===== src/sv/spq_pkg.sv =====
// Shared types and codes for the sorted priority queue.
package spq_pkg;

    // Input opcodes
    localparam logic OP_INSERT  = 1'b0;
    localparam logic OP_DEQUEUE = 1'b1;

    // Result status codes
    localparam logic [1:0] ST_INSERTED = 2'd0;
    localparam logic [1:0] ST_FULL     = 2'd1;
    localparam logic [1:0] ST_DEQUEUED = 2'd2;
    localparam logic [1:0] ST_EMPTY    = 2'd3;

    localparam int VALUE_W = 32;
    localparam int PRIO_W  = 16;
    localparam int COUNT_W = 7;

    // Per-cycle command broadcast to every cell
    typedef enum logic [1:0] {
        CMD_HOLD   = 2'b00,
        CMD_INSERT = 2'b01,
        CMD_SHIFT  = 2'b10
    } cell_cmd_t;

    typedef struct packed {
        cell_cmd_t                 cmd;
        logic [VALUE_W-1:0]        new_value;
        logic signed [PRIO_W-1:0]  new_prio;
    } cell_ctrl_t;

endpackage


===== src/sv/spq_cell.sv =====
// One slot of the sorted shift-register queue: holds an entry and trades with its neighbors.
module spq_cell #(
    parameter int INDEX = 0,
    parameter int CNT_W = 7
) (
    input  logic                              clk,
    input  spq_pkg::cell_ctrl_t               ctrl,
    input  logic [CNT_W-1:0]                  occupancy,
    input  logic                              left_keep,
    input  logic [spq_pkg::VALUE_W-1:0]       left_value,
    input  logic signed [spq_pkg::PRIO_W-1:0] left_prio,
    input  logic [spq_pkg::VALUE_W-1:0]       right_value,
    input  logic signed [spq_pkg::PRIO_W-1:0] right_prio,
    output logic                              keep,
    output logic [spq_pkg::VALUE_W-1:0]       value_q,
    output logic signed [spq_pkg::PRIO_W-1:0] prio_q
);
    import spq_pkg::*;

    logic [VALUE_W-1:0]       value_reg;
    logic [VALUE_W-1:0]       value_next;
    logic signed [PRIO_W-1:0] prio_reg;
    logic signed [PRIO_W-1:0] prio_next;
    logic                     occupied;

    // Slot holds a live entry when it sits below the fill level
    assign occupied = CNT_W'(INDEX) < occupancy;

    // Entry stays put on insert when it ranks equal or higher than the new one
    assign keep = occupied && (prio_reg >= ctrl.new_prio);

    // Next entry: hold, take the new beat, take the left entry, or take the right entry
    always_comb
    begin
        value_next = value_reg;
        prio_next  = prio_reg;
        case (ctrl.cmd)
            CMD_INSERT:
            begin
                if (!keep)
                begin
                    if (left_keep)
                    begin
                        value_next = ctrl.new_value;
                        prio_next  = ctrl.new_prio;
                    end
                    else
                    begin
                        value_next = left_value;
                        prio_next  = left_prio;
                    end
                end
            end
            CMD_SHIFT:
            begin
                value_next = right_value;
                prio_next  = right_prio;
            end
            default:
            begin
                value_next = value_reg;
                prio_next  = prio_reg;
            end
        endcase
    end

    always_ff @(posedge clk)
    begin
        value_reg <= value_next;
        prio_reg  <= prio_next;
    end

    assign value_q = value_reg;
    assign prio_q  = prio_reg;

endmodule


===== config.mk =====
export PLATFORM = sky130hd
export DESIGN_NAME = spq_cell
export DESIGN_NICKNAME = d
export VERILOG_FILES = /design/src/sv/spq_pkg.sv /design/src/sv/spq_cell.sv
export SDC_FILE = /design/constraint.sdc
export NUM_CORES = 1
export LEC_CHECK = 0
export BUFFER_PORTS_ARGS = -buffer_cell sky130_fd_sc_hd__buf_4
export CAP_MARGIN = 25
export CORE_UTILIZATION = 38
export DETAILED_ROUTE_END_ITERATION = 8
export MAX_ROUTING_LAYER = met4
export PLACE_DENSITY = 0.78
export SLEW_MARGIN = 25
export SYNTH_ARGS = -nofsm -noshare
export SYNTH_HDL_FRONTEND = slang
export SYNTH_SLANG_ARGS = --single-unit

===== constraint.sdc =====
create_clock -name clk -period 6.14 [get_ports clk]
set_input_delay 1.228 -clock clk [delete_from_list [all_inputs] [get_ports clk]]
set_output_delay 1.228 -clock clk [all_outputs]
set_load 0.005 [all_outputs]

==> summary.txt <==
STA
  – Final period utilization: 0.661
  – Min cycle time layout: 4060 ps
  – Skew final: 5.65 ps
  – Worst hold slack: around 1200 ps
  – Tightest Pin Transition: slightly below 900 ps
  – Slew headroom: 0.412
  – RSZ-0062 raised after global routing: false
  – Final Hold Viols: 0
  – Final setup viols: 0
  – Final Max Slew Viols: 0
  – Final TNS setup: 0 ps
  – Fmax achieved: 246 MHz

Critical path
  – Arr. time, crit path: around 2800 ps
  – Setup slack, reg-to-reg: 3420 ps
  – Startpoint types: primary input
  – Crit path kind: in2out
  – Crit-path max FO: 2
  – Cells along the critical path: buf_4, inv_1, ha_1, nor2b_1, o211ai_1, a2111o_1, and3_1, a211oi_1, buf_4
  – Worst Path Required: 4910 ps
  – Buf+Inv Stages, Crit Path: 3
  – CP max stage cell: a2111o_1
  – Setup crit start: ctrl[1]
  – CP Capture Type: primary output
  – RR Startpoint: prio_q[11]
  – CP most frequent cell: buf_4
  – Largest stage delay, worst path: 400 ps
  – Crit path max-delay family: compound AO/OA/AOI/OAI gates

CTS
  – H-tree depth: 2
  – CTS clk-pin slew, worst paths: approximately 90 ps
  – Hold buffers post-CTS: 0
  – Skew-Pair Late Insertion Delay: 290 ps
  – Clk root buf: clkbuf_8
  – Resize count post-CTS: 0
  – CTS sink cnt: 48
  – Number of buffers added for setup after CTS: 0
  – TritonCTS Buffers: 5
  – CTS tree: yes
  – Clk buf depth: 2

Floorplan
  – Core ar.: ~7300 µm²
  – Rows: 31
  – Full die area: 8020 µm²
  – DIE HEIGHT: 89.5 µm
  – Die W: 89.5 µm
  – Initial Utilization: 0.397
  – I/O pin total: 204

Synth
  – Main synth FF type: edfxtp_1
  – Cell taking the most area after synthesis: edfxtp_1
  – Async S/R FF share, synth: 0
  – Number of synthesized flops with an enable pin: 48
  – Post-synthesis net count: 449
  – Sequential share of the synthesized area: 0.495
  – Synthesized instance count: ~280
  – Top cell type's share of synthesized area: 0.495
  – Area of the mapped netlist: 2910 µm²
  – Total number of yosys warnings: 0
  – Post-synth top cells: nand2_1 (51), edfxtp_1 (48), mux2i_1 (48)
  – Post-synthesis register bit count: 48
  – Synthesized area per cell: 10.5 µm²
  – Main area contributors after synthesis: edfxtp_1 (50%), mux2i_1 (17%), ha_1 (6.9%)
  – Count of different cell masters after synthesis: 25
  – Count leader, synth: nand2_1

Global route
  – First-pass GRT wire length: between 10 and 15 mm
  – All-Layer GR Usage: 0.193
  – Number of global-route vias before repair: 2526
  – Gr ovfl total: 0
  – Initial antenna violation count: 0
  – Largest net degree at the start of global routing: 55

Power
  – Maximum vdd drop: ~0.000095 V
  – Pwr Total: about 0.91 mW
  – Share of power burned in registers: 0.469
  – Leakage power: 2.19 nW
  – Reported net switching power: 0.229 mW
  – Clk network pwr share: 0.242
  – PwrDens: 197 nW/µm²
  – Combinational Power Share: 0.289
  – Switching share of power: 0.251
  – Internal power: between 0.6 and 0.7 mW

Worst hold path
  – HP Start: right_prio[0]
  – Worst Hold Class: in2reg

Route
  – Drt total wl: 8.03 mm
  – # DRC: 0
  – First-pass DRT Iterations: 4
  – Iter 0 DRT Violations: 112
  – Routed WL per cell: 14.0 µm
  – Via density: about 4.8
  – Vias: 2744
  – Antenna Nets Post-Route: 0

Finish
  – Reg area: about 1400 µm²
  – Layout area overhead: 58.9%
  – # fillers: roughly 600
  – Multi-input gate area: 1340 µm²
  – Share of cells above drive strength 1: 0.456
  – # diodes: 0
  – NumNets Final: 644
  – Non-filler cells, final: 573

Placement
  – Placer Congestion: 0.818
  – Hpwl dp: 6.33 mm
  – Dpl cells: 565
  – IO Port Bufs: just over 200

Run status
  – Status: completed

Run
  – # Max-Cap Violations: 0
## flip-flops by register name, summed over array words and instances (netlist names)
signal,flops
prio_q,16
value_q,32
## layer usage
metal  wire length (µm)  GRT usage  vias to the layer above  part of all wire
met2               4330      0.373                      112              0.54
met1               3090      0.196                     1237              0.39
met4                 37     0.0476                        0            0.0046
li1                   -          -                     1393                 -
met3                572     0.0397                        2             0.071
met5                  0          -                        -                 0
## layout make-up
cell class              count  share of cell area
flip-flops and latches     48               0.312
repair buffers            205               0.333
well taps                  99              0.0268
multi-input cells         194               0.290
clock inverters             3             0.00811
inverters                  19              0.0157
clock buffers               5              0.0149
## cell families after synthesis
kind of cell,Yosys count,synth area share
simple gates,66,0.104
mux,48,0.165
compound gates,63,0.114
xor+xnor,1,0.00301
fa+ha+maj,16,0.0688
buf+inv,36,0.0503
flops,48,0.495
## through the flow
stage / worst slack [ps] / utilization / instance area, µm²
final: 2080 / 0.631 / 4630
after global routing: 1990 / 0.631 / 4630
after CTS: 2080 / 0.631 / 4630
after detailed placement: 2090 / 0.617 / 4520
after global placement: 2110 / 0.617 / 4520
after floorplan: 1410 / - / 2920
## power groups by stage
stage                     registers (mW)  clock network, mW  logic (mW)
after floorplan                    0.439                  0      0.0992
after global placement             0.433                  0       0.260
after detailed placement           0.435                  0       0.265
after CTS                          0.427              0.225       0.266
after global routing               0.431              0.237       0.289
final                              0.427              0.221       0.263
## path summary, 6_finish.rpt
kind | cells after the start | end
worst min-delay path | 3 | prio_q[0]
worst max-delay path | 9 | keep
worst min register to register | 5 | prio_q[6]
worst max register to register | 7 | prio_q[3]
## cell usage in the layout (no fill, tap or decap), types with 2 or more instances in the layout
cell type,count
ha_1,16
o21ai_0,13
edfxtp_1,48
nand2_1,51
clkinv_1,2
nand4_1,4
buf_4,205
mux2i_1,48
nor2_1,2
a21oi_1,6
nor2b_1,2
a211oi_1,2
o21ai_1,38
inv_1,18
clkbuf_8,5
## tightest hold or removal path: stages
cell and delay [ps]:
buf_4 80, nand2_1 30, o21ai_1 60
(Power assumes the default switching activity.)
